### src/rtl/sle_pkg.sv
// ----------------------------------------------------------------------------
// sle_pkg
// Shared types and constants for the serial line editor with echo.
// ----------------------------------------------------------------------------
package sle_pkg;

    // Line store size in bytes. Legal range 4 to 256.
    localparam int LINE_CAPACITY = 64;
    localparam int ADDR_W        = $clog2(LINE_CAPACITY);

    // Most bytes a line may hold before further characters are dropped.
    localparam logic [ADDR_W-1:0] FILL_MAX = ADDR_W'(LINE_CAPACITY - 1);

    // Command queue between the front and back parts. The depth must be a
    // power of two so that the pointers wrap on their own.
    localparam int QUEUE_DEPTH = 2;
    localparam int QPTR_W      = $clog2(QUEUE_DEPTH);
    localparam int QCNT_W      = $clog2(QUEUE_DEPTH + 1);

    // Character codes.
    localparam logic [7:0] CHAR_BS    = 8'd8;
    localparam logic [7:0] CHAR_LF    = 8'd10;
    localparam logic [7:0] CHAR_CR    = 8'd13;
    localparam logic [7:0] CHAR_SPACE = 8'd32;

    // Command kinds handed from front to back.
    typedef enum logic [1:0] {
        OP_STORE,
        OP_BKSP,
        OP_CR
    } t_op;

    // One classified command. For a store, fill is the write index.
    // For a carriage return, fill is the line length.
    typedef struct packed {
        t_op               op;
        logic [7:0]        data;
        logic [ADDR_W-1:0] fill;
    } t_cmd;

    // One result word.
    typedef struct packed {
        logic       echo_valid;
        logic [7:0] echo_byte;
        logic       line_valid;
        logic [7:0] line_byte;
        logic       line_end;
        logic       last;
    } t_result;

    // Back part sequencer states.
    typedef enum logic [1:0] {
        BK_IDLE,
        BK_FETCH,
        BK_BUILD
    } t_back_state;

endpackage

### src/rtl/sle_front.sv
// ----------------------------------------------------------------------------
// sle_front
// Accepts received bytes, classifies them and tracks the line fill count.
// ----------------------------------------------------------------------------
module sle_front (
    input  logic                       i_clk,
    input  logic                       i_rst_n,
    input  logic                       i_rx_valid,
    output logic                       o_rx_ready,
    input  logic [7:0]                 i_rx_byte,
    output logic                       o_push,
    output sle_pkg::t_cmd              o_cmd,
    input  logic                       i_q_ready
);

    logic [sle_pkg::ADDR_W-1:0] r_fill;
    logic [sle_pkg::ADDR_W-1:0] n_fill;
    logic                       accept;

    assign o_rx_ready = i_q_ready;
    assign accept     = i_rx_valid && i_q_ready;

    // Decode the received byte into a command and the next fill count.
    always_comb begin
        n_fill     = r_fill;
        o_push     = 1'b0;
        o_cmd.op   = sle_pkg::OP_STORE;
        o_cmd.data = i_rx_byte;
        o_cmd.fill = r_fill;
        unique case (i_rx_byte)
            sle_pkg::CHAR_LF: begin
                // Line feeds are ignored.
            end
            sle_pkg::CHAR_BS: begin
                o_cmd.op = sle_pkg::OP_BKSP;
                if (r_fill != '0) begin
                    o_push = accept;
                    if (accept) begin
                        n_fill = r_fill - 1'b1;
                    end
                end
            end
            sle_pkg::CHAR_CR: begin
                o_cmd.op = sle_pkg::OP_CR;
                o_push   = accept;
                if (accept) begin
                    n_fill = '0;
                end
            end
            default: begin
                // Ordinary characters are stored while there is room.
                if (r_fill < sle_pkg::FILL_MAX) begin
                    o_push = accept;
                    if (accept) begin
                        n_fill = r_fill + 1'b1;
                    end
                end
            end
        endcase
    end

    // Fill count register.
    always_ff @(posedge i_clk) begin
        if (!i_rst_n) begin
            r_fill <= '0;
        end else begin
            r_fill <= n_fill;
        end
    end

endmodule

### src/rtl/sle_queue.sv
// ----------------------------------------------------------------------------
// sle_queue
// Short command queue that decouples the front part from the back part.
// ----------------------------------------------------------------------------
module sle_queue (
    input  logic          i_clk,
    input  logic          i_rst_n,
    input  logic          i_push,
    input  sle_pkg::t_cmd i_cmd,
    output logic          o_ready,
    input  logic          i_pop,
    output logic          o_valid,
    output sle_pkg::t_cmd o_cmd
);

    sle_pkg::t_cmd               r_slot [sle_pkg::QUEUE_DEPTH];
    logic [sle_pkg::QPTR_W-1:0]  r_wr_ptr;
    logic [sle_pkg::QPTR_W-1:0]  r_rd_ptr;
    logic [sle_pkg::QCNT_W-1:0]  r_count;
    logic                        do_push;
    logic                        do_pop;

    assign o_ready = (r_count != sle_pkg::QCNT_W'(sle_pkg::QUEUE_DEPTH));
    assign o_valid = (r_count != '0);
    assign o_cmd   = r_slot[r_rd_ptr];
    assign do_push = i_push && o_ready;
    assign do_pop  = i_pop && o_valid;

    // Pointer and occupancy bookkeeping.
    always_ff @(posedge i_clk) begin
        if (!i_rst_n) begin
            r_wr_ptr <= '0;
            r_rd_ptr <= '0;
            r_count  <= '0;
        end else begin
            if (do_push) begin
                r_wr_ptr <= r_wr_ptr + 1'b1;
            end
            if (do_pop) begin
                r_rd_ptr <= r_rd_ptr + 1'b1;
            end
            if (do_push && !do_pop) begin
                r_count <= r_count + 1'b1;
            end else if (do_pop && !do_push) begin
                r_count <= r_count - 1'b1;
            end
        end
    end

    // Command storage.
    always_ff @(posedge i_clk) begin
        if (do_push) begin
            r_slot[r_wr_ptr] <= i_cmd;
        end
    end

endmodule

### src/rtl/sle_back.sv
// ----------------------------------------------------------------------------
// sle_back
// Carries out queued commands: writes the line store and produces results.
// ----------------------------------------------------------------------------
module sle_back (
    input  logic             i_clk,
    input  logic             i_rst_n,
    input  logic             i_q_valid,
    input  sle_pkg::t_cmd    i_cmd,
    output logic             o_pop,
    output logic             o_res_valid,
    input  logic             i_res_ready,
    output sle_pkg::t_result o_res
);

    sle_pkg::t_back_state r_state;
    sle_pkg::t_back_state n_state;

    logic [7:0]                 r_mem [sle_pkg::LINE_CAPACITY];
    logic [7:0]                 r_rd_data;
    sle_pkg::t_op               r_op;
    logic [7:0]                 r_byte;
    logic [sle_pkg::ADDR_W-1:0] r_fill;
    logic [sle_pkg::ADDR_W-1:0] r_k;
    logic [sle_pkg::ADDR_W-1:0] r_nline_m1;
    logic [sle_pkg::ADDR_W-1:0] r_n_m1;
    logic [sle_pkg::ADDR_W-1:0] nline_m1;
    logic                       r_out_valid;
    sle_pkg::t_result           r_out;
    sle_pkg::t_result           build;
    logic                       load;

    assign o_res_valid = r_out_valid;
    assign o_res       = r_out;

    // Index of the result that closes the line; a carriage return ends on this or index 2, whichever is later.
    assign nline_m1 = (i_cmd.fill == '0) ? '0 : i_cmd.fill - 1'b1;

    // Next state of the sequencer.
    always_comb begin
        n_state = r_state;
        unique case (r_state)
            sle_pkg::BK_IDLE: begin
                if (i_q_valid) begin
                    n_state = sle_pkg::BK_FETCH;
                end
            end
            sle_pkg::BK_FETCH: begin
                n_state = sle_pkg::BK_BUILD;
            end
            sle_pkg::BK_BUILD: begin
                if (load) begin
                    n_state = build.last ? sle_pkg::BK_IDLE : sle_pkg::BK_FETCH;
                end
            end
            default: begin
                n_state = sle_pkg::BK_IDLE;
            end
        endcase
    end

    // Sequencer outputs.
    always_comb begin
        o_pop = 1'b0;
        load  = 1'b0;
        unique case (r_state)
            sle_pkg::BK_IDLE: begin
                o_pop = i_q_valid;
            end
            sle_pkg::BK_FETCH: begin
            end
            sle_pkg::BK_BUILD: begin
                load = !r_out_valid || i_res_ready;
            end
            default: begin
            end
        endcase
    end

    // Build result number r_k of the current command.
    always_comb begin
        build            = '0;
        build.echo_valid = 1'b1;
        build.last       = (r_k == r_n_m1);
        unique case (r_op)
            sle_pkg::OP_STORE: begin
                build.echo_byte = r_byte;
            end
            sle_pkg::OP_BKSP: begin
                build.echo_byte = (r_k == sle_pkg::ADDR_W'(1)) ?
                                  sle_pkg::CHAR_SPACE : sle_pkg::CHAR_BS;
            end
            sle_pkg::OP_CR: begin
                build.echo_valid = (r_k < sle_pkg::ADDR_W'(3));
                if (build.echo_valid) begin
                    build.echo_byte = (r_k == sle_pkg::ADDR_W'(1)) ?
                                      sle_pkg::CHAR_LF : sle_pkg::CHAR_CR;
                end
                build.line_valid = (r_k < r_fill);
                if (build.line_valid) begin
                    build.line_byte = r_rd_data;
                end
                build.line_end = (r_k == r_nline_m1);
            end
            default: begin
                build.echo_valid = 1'b0;
            end
        endcase
    end

    // Sequencer state register and result counter.
    always_ff @(posedge i_clk) begin
        if (!i_rst_n) begin
            r_state <= sle_pkg::BK_IDLE;
            r_k     <= '0;
        end else begin
            r_state <= n_state;
            if (o_pop) begin
                r_k <= '0;
            end else if (load && !build.last) begin
                r_k <= r_k + 1'b1;
            end
        end
    end

    // Captured command fields.
    always_ff @(posedge i_clk) begin
        if (o_pop) begin
            r_op       <= i_cmd.op;
            r_byte     <= i_cmd.data;
            r_fill     <= i_cmd.fill;
            r_nline_m1 <= nline_m1;
            unique case (i_cmd.op)
                sle_pkg::OP_STORE: r_n_m1 <= '0;
                sle_pkg::OP_BKSP:  r_n_m1 <= sle_pkg::ADDR_W'(2);
                sle_pkg::OP_CR:    r_n_m1 <= (nline_m1 < sle_pkg::ADDR_W'(2)) ?
                                             sle_pkg::ADDR_W'(2) : nline_m1;
                default:           r_n_m1 <= '0;
            endcase
        end
    end

    // Line store: written when a store command is taken, read at r_k.
    always_ff @(posedge i_clk) begin
        if (o_pop && (i_cmd.op == sle_pkg::OP_STORE)) begin
            r_mem[i_cmd.fill] <= i_cmd.data;
        end
        r_rd_data <= r_mem[r_k];
    end

    // Output register.
    always_ff @(posedge i_clk) begin
        if (!i_rst_n) begin
            r_out_valid <= 1'b0;
        end else if (load) begin
            r_out_valid <= 1'b1;
        end else if (i_res_ready) begin
            r_out_valid <= 1'b0;
        end
    end

    always_ff @(posedge i_clk) begin
        if (load) begin
            r_out <= build;
        end
    end

endmodule

### src/rtl/serial_line_editor_echo_core.sv
// ----------------------------------------------------------------------------
// serial_line_editor_echo_core
// Serial console line editor: stores typed bytes, handles backspace and
// carriage return, and echoes back what the terminal should show.
// ----------------------------------------------------------------------------
//  Channel   Direction  Handshake                Payload
//  rx        in         i_rx_valid / o_rx_ready  i_rx_byte
//  res       out        o_res_valid / i_res_ready echo, line, line_end, last
//
// The front takes one word per cycle while the two-entry command queue has room.
// The back builds each result in two states (line store read in BK_FETCH, then
// result build in BK_BUILD) and pops a new command only once the current is done.
// Reset is synchronous and clears fill, queue, sequencer, r_k and output valid.
// A stalled result holds in the output register; the next result is built
// meanwhile and waits for it to be taken.
// ----------------------------------------------------------------------------
module serial_line_editor_echo_core (
    input  logic       i_clk,
    input  logic       i_rst_n,
    input  logic       i_rx_valid,
    output logic       o_rx_ready,
    input  logic [7:0] i_rx_byte,
    output logic       o_res_valid,
    input  logic       i_res_ready,
    output logic       o_echo_valid,
    output logic [7:0] o_echo_byte,
    output logic       o_line_valid,
    output logic [7:0] o_line_byte,
    output logic       o_line_end,
    output logic       o_last
);

    logic             push;
    logic             q_ready;
    logic             q_valid;
    logic             pop;
    sle_pkg::t_cmd    push_cmd;
    sle_pkg::t_cmd    head_cmd;
    sle_pkg::t_result res;

    // Classification and fill tracking.
    sle_front u_front (
        .i_clk      (i_clk),
        .i_rst_n    (i_rst_n),
        .i_rx_valid (i_rx_valid),
        .o_rx_ready (o_rx_ready),
        .i_rx_byte  (i_rx_byte),
        .o_push     (push),
        .o_cmd      (push_cmd),
        .i_q_ready  (q_ready)
    );

    // Command queue.
    sle_queue u_queue (
        .i_clk   (i_clk),
        .i_rst_n (i_rst_n),
        .i_push  (push),
        .i_cmd   (push_cmd),
        .o_ready (q_ready),
        .i_pop   (pop),
        .o_valid (q_valid),
        .o_cmd   (head_cmd)
    );

    // Execution and result output.
    sle_back u_back (
        .i_clk       (i_clk),
        .i_rst_n     (i_rst_n),
        .i_q_valid   (q_valid),
        .i_cmd       (head_cmd),
        .o_pop       (pop),
        .o_res_valid (o_res_valid),
        .i_res_ready (i_res_ready),
        .o_res       (res)
    );

    assign o_echo_valid = res.echo_valid;
    assign o_echo_byte  = res.echo_byte;
    assign o_line_valid = res.line_valid;
    assign o_line_byte  = res.line_byte;
    assign o_line_end   = res.line_end;
    assign o_last       = res.last;

endmodule

### config.mk
export PLATFORM = sky130hd
export DESIGN_NAME = serial_line_editor_echo_core
export DESIGN_NICKNAME = d
export VERILOG_FILES = /design/src/rtl/sle_pkg.sv /design/src/rtl/sle_front.sv /design/src/rtl/sle_queue.sv /design/src/rtl/sle_back.sv /design/src/rtl/serial_line_editor_echo_core.sv
export SDC_FILE = /design/constraint.sdc
export NUM_CORES = 1
export LEC_CHECK = 0
export BUFFER_PORTS_ARGS = -buffer_cell sky130_fd_sc_hd__buf_2
export CORE_MARGIN = 1
export CORE_UTILIZATION = 29
export CTS_BUF_LIST = sky130_fd_sc_hd__clkbuf_8
export CTS_CLUSTER_DIAMETER = 80
export DETAILED_ROUTE_END_ITERATION = 12
export GPL_ROUTABILITY_DRIVEN = 0
export GPL_TIMING_DRIVEN = 1
export HOLD_SLACK_MARGIN = 0.06
export PLACE_DENSITY = 0.4
export SLEW_MARGIN = 20
export SYNTH_ARGS = -nofsm -noshare
export SYNTH_HDL_FRONTEND = slang
export SYNTH_SLANG_ARGS = --single-unit
### constraint.sdc
create_clock -name i_clk -period 3.8 [get_ports i_clk]
set_input_delay 0.38 -clock i_clk [delete_from_list [all_inputs] [get_ports i_clk]]
set_output_delay 0.38 -clock i_clk [all_outputs]
set_load 0.01 [all_outputs]
; ---- Word-level counts from Yosys, hierarchy flattened
; Memories as Yosys holds them, arrays and structs flattened. A register that Yosys moved wholly into a read port is not among the register bits.
; Cells that the tools add are included.
[totals]
regBits = 67
ram_bits = 544
in_bits = 12
out_inout_bits = 22
word_cells = 110
mem_count = 2
[classes]
n_addsub = 8
magnitude_cmp = 4
n_eq_ne = 16
n_mux = 34
bitwise = 2
reduce_logical = 26
[memory_table]
columns = name, words, width, rd, rd_clocked_by_memory_dff, write_ports, line_no
row1 = u_back.r_mem, 64, 8, 1, 1, 1, sle_back.sv:19  ; logic [7:0] r_mem [sle_pkg::LINE_CAPACITY];
row2 = u_queue.r_slot, 2, 16, 1, 1, 1, sle_queue.sv:16  ; sle_pkg::t_cmd r_slot [sle_pkg::QUEUE_DEPTH];
[ops]
columns = cell, count
row1 = 6-bit 2-to-1 mux, 8
row2 = 8-bit by 4-bit == test with 1-bit output (second input constant), 3
row3 = 8-bit case mux with 3 select lines, 1
row4 = 6-bit case mux with 3 select lines, 1
row5 = 1-bit 2-to-1 mux, 13
row6 = 6-bit by 1-bit adder with 6-bit output (second input constant), 2
row7 = 6-bit == test, 2
row8 = 6-bit by 2-bit less-than comparator with 1-bit output (second input constant), 2
row9 = 6-bit case mux with 2 select lines, 1
row10 = 6-bit by 1-bit subtractor with 6-bit output (second input constant), 2
row11 = 2-bit 2-to-1 mux, 4
row12 = 8-bit 2-to-1 mux, 1
row13 = 1-bit logical AND, 7
row14 = 2-bit by 1-bit == test with 1-bit output (second input constant), 3
row15 = 2-bit == test (second input constant), 3
row16 = 6-bit by 1-bit == test with 1-bit output (second input constant), 1
row17 = 2-bit logical NOT, 3
row18 = 6-bit logical NOT, 1
row19 = 6-bit less-than comparator, 1
row20 = 6-bit less-than comparator (second input constant), 1
row21 = 2-bit by 1-bit != test with 1-bit output (second input constant), 3
row22 = 2-bit case mux with 3 select lines, 1
row23 = 2-bit nonzero test, 3
row24 = 6-bit nonzero test, 1
row25 = 15 further kinds, 22

; ---- Logic depth before layout (Yosys ltp)
; Gate-level depths: netlist (run 1).
[logic_depth]
word_depth = 9
ltp_mapped = 10
mapped_depth_nobuf = 10

; ---- By module
; From an unflattened synthesis (run 1), not the netlist that was laid out.
[unflattened]
cells_unflattened = 1275
area_unflattened_um2 = 24526.0
[by_module_without_submodules]
columns = module, instances, cells_each, area_per_inst_um2, seq_area_each_um2
row1 = sle_back, 1, 1129, 22470.3, 17156.5
row2 = sle_queue, 1, 74, 1393.8, 1061.0
row3 = sle_front, 1, 72, 661.9, 120.1

; ---- Worst setup path before layout (run 1)
; No wires, ideal clock.
[synth_timing]
path_kind = input to register
from = in i_rx_byte[5]
to = reg u_front.r_fill[5] in the netlist's numbering
arrival_time_ps = 3001
t_required_ps = 3726
path_slack_ps = 725
cell_stages = 10
path_cell_list = nor4_1 nand2_1 nor4_1 ha_1 a211oi_1 o21bai_1 a21oi_1 xor2_1 or4_1 a31oi_1
[synth_between]
elab_chain_len = 3
elab_cells_between_ends = 8
[synth_lines]
columns = item, line_no
row1 = from (decl), serial_line_editor_echo_core.sv:22  ; input logic [7:0] i_rx_byte,
row2 = 8-bit by 4-bit == test with 1-bit output, sle_front.sv:30  ; unique case (i_rx_byte)
row3 = "2-bit by 1-bit != test with 1-bit output (no source line), or another cell as far along", --
row4 = 4-bit AND reduction (no source line), --
row5 = to (signal assigned), sle_front.sv:67  ; r_fill <= n_fill;
row6 = to (decl), sle_front.sv:16  ; logic [sle_pkg::ADDR_W-1:0] r_fill;
; Several ways; a longest one is shown, not always the timed one.
; A chain may end at the register's enable or synchronous reset.

==> qor.txt, run 1 <==
Synth unique cells - 53
Unrepaired setup endpoints after global routing - no
Routed vias - 12400
Critical Path RT - 4.11 ns
Hold Path Class - in2reg
Clock transition at the registers of the reported paths - 0.06 ns
Pin count of the biggest net entering global routing - 47
Filler cells - 7820
Non-Filler Cell Area, Final - 0.0286 sq mm
Slew Viols, Final - 0
Sw Share - 0.279
Final std cells w/o fill - 2642
Worst IR drop on VDD - 0.000209 V
Largest fanout on the critical path - 12
Initial DRC count - 934
Yosys warns - 0
CP Data Arrival Time - 3.48 ns
Placed Cells - 2443
CP Capture Type - flip-flop
Post-DRT Antenna Nets - 0
Critical Path Source Type - flip-flop
Post-synth EDFFs - 592
Ys flop type - edfxtp_1
Clk buf depth - 3
Pleak - 9.28 nW
DIE AREA - 0.0849 sq mm
Share of layout cells above drive strength 1 - 0.285
CTS Sinks - 620
H-tree level count - 3
Top post-synthesis cells by area - edfxtp_1, mux4_2, dfxtp_1, nor2_1, a22oi_1
PortBufs - 33
FF-to-FF path depth - 4
DRT Pass-1 Iters - 4
Final Util - 0.346
Number of setup buffers added after CTS - 0
Top-count cell post-synth - edfxtp_1
Nets - 1521
Clk_lat worst skew - 0.69 ns
CTS Buf Count - 106
Final Setup Violations - 0
Psw - 4.75 mW
Min cycle time layout - 3.17 ns
CP peak stage delay - 0.70 ns
Total GRT Usage - 0.151
Worst-margin pin slew - 1.05 ns
IO Count - 34
Initial antenna violation count - 5
Root buf cell - clkbuf_8
Status - finished, final reports clean
Clock power frac - 0.329
Slowest CP cell - dfxtp_1
P&R area growth vs syn - 17.7%
Sequential Power Share - 0.508
Maxcap violations - 0
Relative slew slack - 0.301
Mapped Area - 0.0243 sq mm
CP Capture Point - u_back.r_mem[1][3]
Core footprint - 0.0825 sq mm
Remaining DRCs - 0
Clock skew - 0.0219 ns
Chip Height - 291 um
FP Rows - 105
Fmax - 315 MHz
Sequential cell area - 0.0183 sq mm
Count of final hold-check violations - 0
Setup TNS - 0 ns
Area of the multi-input gates - 0.00559 sq mm
CTS tree - yes
Tcrit/Tclk final - 0.835
First-pass GRT wire length - 92.5 mm
Top cell type's share of synthesized area - 0.732
Synth area leader - edfxtp_1
R2R Path End - u_back.r_mem[1][3]
Via-to-Cell Ratio - 4.70
R2r setup slk - 0.63 ns
Most common library cells after synthesis - edfxtp_1, mux4_2, nor2_1
Die width - 291 um
Initial core utilization - 0.294
Critical path type - reg2reg
Hpwl dp - 41.1 mm
Total Wirelength - 63.5 mm
Power Density - 597 mW/mm^2
Average wire per standard cell - 24.0 um
Average cell area after synthesis - 19.1 sq um
Overall Power - 17.1 mW
Synthesis-stage register bit count - 620
Area after DPL - 0.0265 sq mm
Overflow after GRT - 0
Logic pwr share - 0.163
Cell Int Power - 12.3 mW
Crit-path cells - mux2i_1 -> o21ai_0 -> buf_4 -> nor2_1
Sequential share of the synthesized area - 0.755
Synth async-reset ratio - 0
Vias in the first global route - 13400
Net Count, Synth - 1303
Post-Syn Instances - 1273
## state kept, by name (all words and copies together) (netlist names), named ones only
name / count
u_back.r_byte: 8
u_back.r_nline_m1: 6
u_back.r_state: 2
u_front.r_fill: 6
u_queue.r_rd_ptr: 1
u_back.r_rd_data: 8
u_back.r_k: 6
u_back.r_op: 2
u_back.r_n_m1: 6
u_back.o_res_valid: 1
u_back.r_mem: 512
u_queue.r_slot: 32
u_queue.r_wr_ptr: 1
u_back.r_fill: 6
u_back.o_res: 20
u_queue.r_count: 2
## how the worst min path moves through the flow
| stage | from | to | slack, ns | cells after the start |
|---|---|---|---|---|
| finish | i_rx_valid | u_queue.r_wr_ptr | 0.26 | 4 |
| global placement | u_queue.r_count[1] | u_queue.r_count[1] | 0.48 | 2 |
| global route | i_rx_valid | u_front.r_fill[3] | 0.28 | 4 |
| CTS | i_rx_valid | u_queue.r_wr_ptr | 0.19 | 4 |
| detailed placement | u_queue.r_rd_ptr | u_queue.r_rd_ptr | 0.50 | 2 |
| floorplan | u_queue.r_count[1] | u_queue.r_count[1] | 0.47 | 2 |
## area by class of cell
type,instances,share of cell area
clock buffer,108,0.0520
antenna,1,0.0000875
inverter,24,0.00315
multi-input combinational,571,0.196
tap,1070,0.0468
sequential,620,0.642
clock inverter,80,0.0159
timing repair buffer,168,0.0447
## critical path: cells and delay by family, from the launching register on
kind | cells | cell delay [ns]
muxes | 1 | 0.69
DFF | 1 | 0.70
and+or+nand+nor | 1 | 0.61
buffers and inverters | 1 | 0.31
AOI/OAI and AO/OA | 1 | 0.47
## placed cells by master, fill, tap and decap left out, types with 8 or more instances in the layout
| cell type | netlist | routed |
|---|---|---|
| edfxtp_1 | 592 | 592 |
| buf_4 | 2 | 119 |
| mux4_2 | 118 | 118 |
| nor2_1 | 111 | 110 |
| clkbuf_8 | 0 | 108 |
| inv_1 | 24 | 49 |
| nand2_1 | 42 | 42 |
| a22oi_1 | 37 | 37 |
| a21oi_1 | 35 | 35 |
| buf_2 | 18 | 33 |
| clkinv_1 | 0 | 27 |
| dfxtp_1 | 28 | 26 |
| mux2i_1 | 19 | 19 |
| mux2_2 | 19 | 18 |
| clkinv_2 | 0 | 18 |
| ha_1 | 17 | 17 |
| xor2_1 | 14 | 14 |
| o21ai_0 | 14 | 14 |
| nand3_1 | 13 | 13 |
| xnor2_1 | 13 | 13 |
| and2_1 | 13 | 13 |
| nor3_1 | 11 | 11 |
| dlygate4sd3_1 | 0 | 10 |
| a22o_1 | 9 | 9 |
| nand2b_1 | 8 | 8 |
## power groups by stage
stage | clock network, mW | registers (mW) | logic [mW]
after global placement | 0 | 8.81 | 2.84
final | 5.61 | 8.66 | 2.78
after floorplan | 0 | 8.70 | 1.72
after detailed placement | 0 | 8.82 | 2.87
after CTS | 5.81 | 8.67 | 2.88
after global routing | 6.11 | 8.71 | 3.07
## logic make-up (layout without fill, tap and decap cells)
kind of cell	after synthesis	after routing	synth area share
AOI/OAI and AO/OA	140	140	0.0408
xor gates and xnor gates	27	27	0.00974
adders and majority gates	18	18	0.00958
buffers and inverters	82	380	0.0155
DFF	620	620	0.755
muxes	156	156	0.126
other	0	1	0
and+or+nand+nor	230	230	0.0431
## metrics by stage
| stage | hold slack (ns) | setup slack (ns) |
|---|---|---|
| finish | 0.262 | 0.628 |
| global route | 0.278 | 0.300 |
| CTS | 0.188 | 0.498 |
| detailed placement | 0.500 | 0.523 |
| global placement | 0.478 | 0.545 |
| floorplan | 0.468 | 0.725 |
## per-layer routing
layer	wire length (um)	global-route usage
met3	2720	0.0306
met1	28900	0.202
met4	1640	0.0551
met5	21	0
met2	30200	0.244
## what timing repair did
item,in CTS,in global routing
hold endpoints to repair,24,0
hold buffers,10,0
endpoints found under the setup margin,0,0
resized for setup,0,0
No activity file was read; power rests on OpenSTA's default activity.
==> inputs of run 2 (changes only) <==
--- a/config.mk
+++ b/config.mk
@@ -5,6 +5,7 @@
 export SDC_FILE = /design/constraint.sdc
 export NUM_CORES = 1
 export LEC_CHECK = 0
+export ABC_AREA = 1
 export BUFFER_PORTS_ARGS = -buffer_cell sky130_fd_sc_hd__buf_2
 export CORE_MARGIN = 1
 export CORE_UTILIZATION = 29
@@ -14,7 +15,7 @@
 export GPL_ROUTABILITY_DRIVEN = 0
 export GPL_TIMING_DRIVEN = 1
 export HOLD_SLACK_MARGIN = 0.06
-export PLACE_DENSITY = 0.4
+export PLACE_DENSITY = 0.41
 export SLEW_MARGIN = 20
 export SYNTH_ARGS = -nofsm -noshare
 export SYNTH_HDL_FRONTEND = slang
==> constraint.sdc (replaced) <==
create_clock -name i_clk -period 2.6 [get_ports i_clk]
set_input_delay 0.26 -clock i_clk [delete_from_list [all_inputs] [get_ports i_clk]]
set_output_delay 0.26 -clock i_clk [all_outputs]
set_load 0.01 [all_outputs]
==> qor.txt, run 2 <==
Area after DPL - 0.0277 sq mm
Slew Viols, Final - 0
CTS tree - yes
Synth Area in Compound Gates - 0.0914
Initial antenna violation count - 3
Min cycle time layout - 2.32 ns
Initial core utilization - 0.295
Hold Slack - 0.303 ns
DRT Pass-1 Iters - 5
Count of final hold-check violations - 0
Largest family of logic cells by synthesized area - simple AND/OR/NAND/NOR gates
Critical Path Source Type - flip-flop
Maxcap violations - 0
First-pass GRT wire length - 111 mm
Clk buf depth - 3
Most common library cells after synthesis - edfxtp_1, nor2_1, nand2_1
Critical Path RT - 3.01 ns
Simple-gate share of the synthesized area - 0.131
Core footprint - 0.0858 sq mm
Setup TNS - 0 ns
Top-count cell post-synth - edfxtp_1
Status - finished, final reports clean
Final Setup Violations - 0
Critical path type - reg2reg
IO Count - 34
Top reg by flops - u_back.r_mem
Synthesis-stage register bit count - 620
Total Wirelength - 74.7 mm
Total GRT Usage - 0.168
Post-Syn Instances - 2120
Clock transition at the registers of the reported paths - 0.06 ns
Clk_lat worst skew - 0.71 ns
Largest fanout on the critical path - 8
Post_cts resized - 0
Chip Height - 297 um
P&R area growth vs syn - 18.1%
CTS Sinks - 620
PortBufs - 33
Overflow after GRT - 0
Ys flop type - edfxtp_1
Non-Filler Cell Area, Final - 0.0299 sq mm
FP Rows - 107
Proportion of synthesized area in mux cells - 0
Average wire per standard cell - 21.0 um
Post-synth EDFFs - 592
Area of the multi-input gates - 0.00602 sq mm
Hpwl dp - 47.2 mm
Filler cells - 8521
Share of layout cells above drive strength 1 - 0.146
Place WS - 0.265 ns
Synth unique cells - 38
CTS Hold Bufs - 12
CP Capture Type - flip-flop
Pin count of the biggest net entering global routing - 117
Clock skew - 0.0340 ns
Worst IR drop on VDD - 0.000562 V
Unrepaired setup endpoints after global routing - no
Most frequent cells in the layout - edfxtp_1, nor2_1, nand2_1
CTS Buf Count - 107
Power Density - 925 mW/mm^2
Yosys warns - 0
Nets - 2344
Die width - 297 um
Pleak - 10.8 nW
Max FFs per register - 512
H-tree level count - 3
Net Count, Synth - 2150
Mapped Area - 0.0253 sq mm
Worst-margin pin slew - 0.667 ns
Synth async-reset ratio - 0
Synth area leader - edfxtp_1
Initial DRC count - 1215
Overall Power - 27.7 mW
Final worst setup slack - 0.276 ns
Via-to-Cell Ratio - 4.73
XOR/XNOR Fraction of Synth Area - 0.00485
Most common cell after layout, fill and taps aside - edfxtp_1
Relative slew slack - 0.554
Root buf cell - clkbuf_8
Synth Area in Adders - 0.00920
Vias in the first global route - 17300
Fmax - 430 MHz
Tcrit/Tclk final - 0.894
Top cell type's share of synthesized area - 0.703
Post-DRT Antenna Nets - 0
Top post-synthesis cells by area - edfxtp_1, nor2_1, o21ai_0, nand2_1, o22ai_1
Average cell area after synthesis - 11.9 sq um
Sequential share of the synthesized area - 0.725
Hold Path Class - in2reg
CP Data Arrival Time - 2.73 ns
Sequential cell area - 0.0183 sq mm
Routed vias - 16800
Number of setup buffers added after CTS - 0
Remaining DRCs - 0
DIE AREA - 0.0884 sq mm
## run 2: cell count changes after synthesis, moves of 22 or more
cell      change
clkbuf_1     +22
mux4_2      -118
a22oi_1      -37
nand2_1     +255
nor2_1      +338
o21ai_0     +253
o22ai_1     +103
inv_1        +69
## run 2: final timing paths
path                           endpoint  cells past startpoint  slack (ns)        startpoint
setup / recovery    u_back.r_mem[52][3]                     10        0.28         flip-flop
hold reg to reg        u_queue.r_rd_ptr                      1        0.46  u_queue.r_rd_ptr
setup reg to reg    u_back.r_mem[52][3]                     10        0.28         flip-flop
hold / removal    u_queue.r_slot[1][10]                      2        0.30      i_rx_byte[4]
## run 2: metrics by stage
stage,utilization,instances
finish,0.348,3552
global route,0.348,3552
CTS,0.348,3551
detailed placement,0.323,3337
global placement,0.323,3337
floorplan,-,2120
## run 2: report_power, final
part	total, mW	switching [mW]	internal, mW	leakage, nW
Sequential	12.9	0.214	12.7	5.60
Combinational	6.33	4.70	1.63	4.06
Clock	8.42	4.00	4.42	1.15
## run 2: cells by family after synthesis
logic type,after synthesis
adders and majority gates,18
buffers and inverters,206
xor gates and xnor gates,14
and+or+nand+nor,830
DFF,620
AOI/OAI and AO/OA,432
## run 2: area by class of cell
cell class / count / share of cell area
flip-flops and latches: 620 / 0.614
multi-input cells: 1294 / 0.201
repair buffers: 190 / 0.0556
clock buffers: 113 / 0.0520
well taps: 1144 / 0.0479
clock inverters: 89 / 0.0160
inverters: 101 / 0.0129
diodes: 1 / 0.0000837
## run 2: metal layers
layer	global-route usage	vias to the layer above	part of all wire
met1	0.224	8288	0.45
met3	0.0288	126	0.053
met2	0.280	466	0.48
met4	0.0490	0	0.025
li1	-	7917	-
met5	0	-	0
## run 2: worst max-delay path, cell delays in order (launching register included)
cell and delay, ns:
dfxtp_1 0.37, inv_2 0.05, or2_2 0.26, o21ai_0 0.12, ha_1 0.20, nand2_1 0.07
inv_1 0.19, nand4_1 0.20, buf_4 0.22, nor2_1 0.15, buf_4 0.20
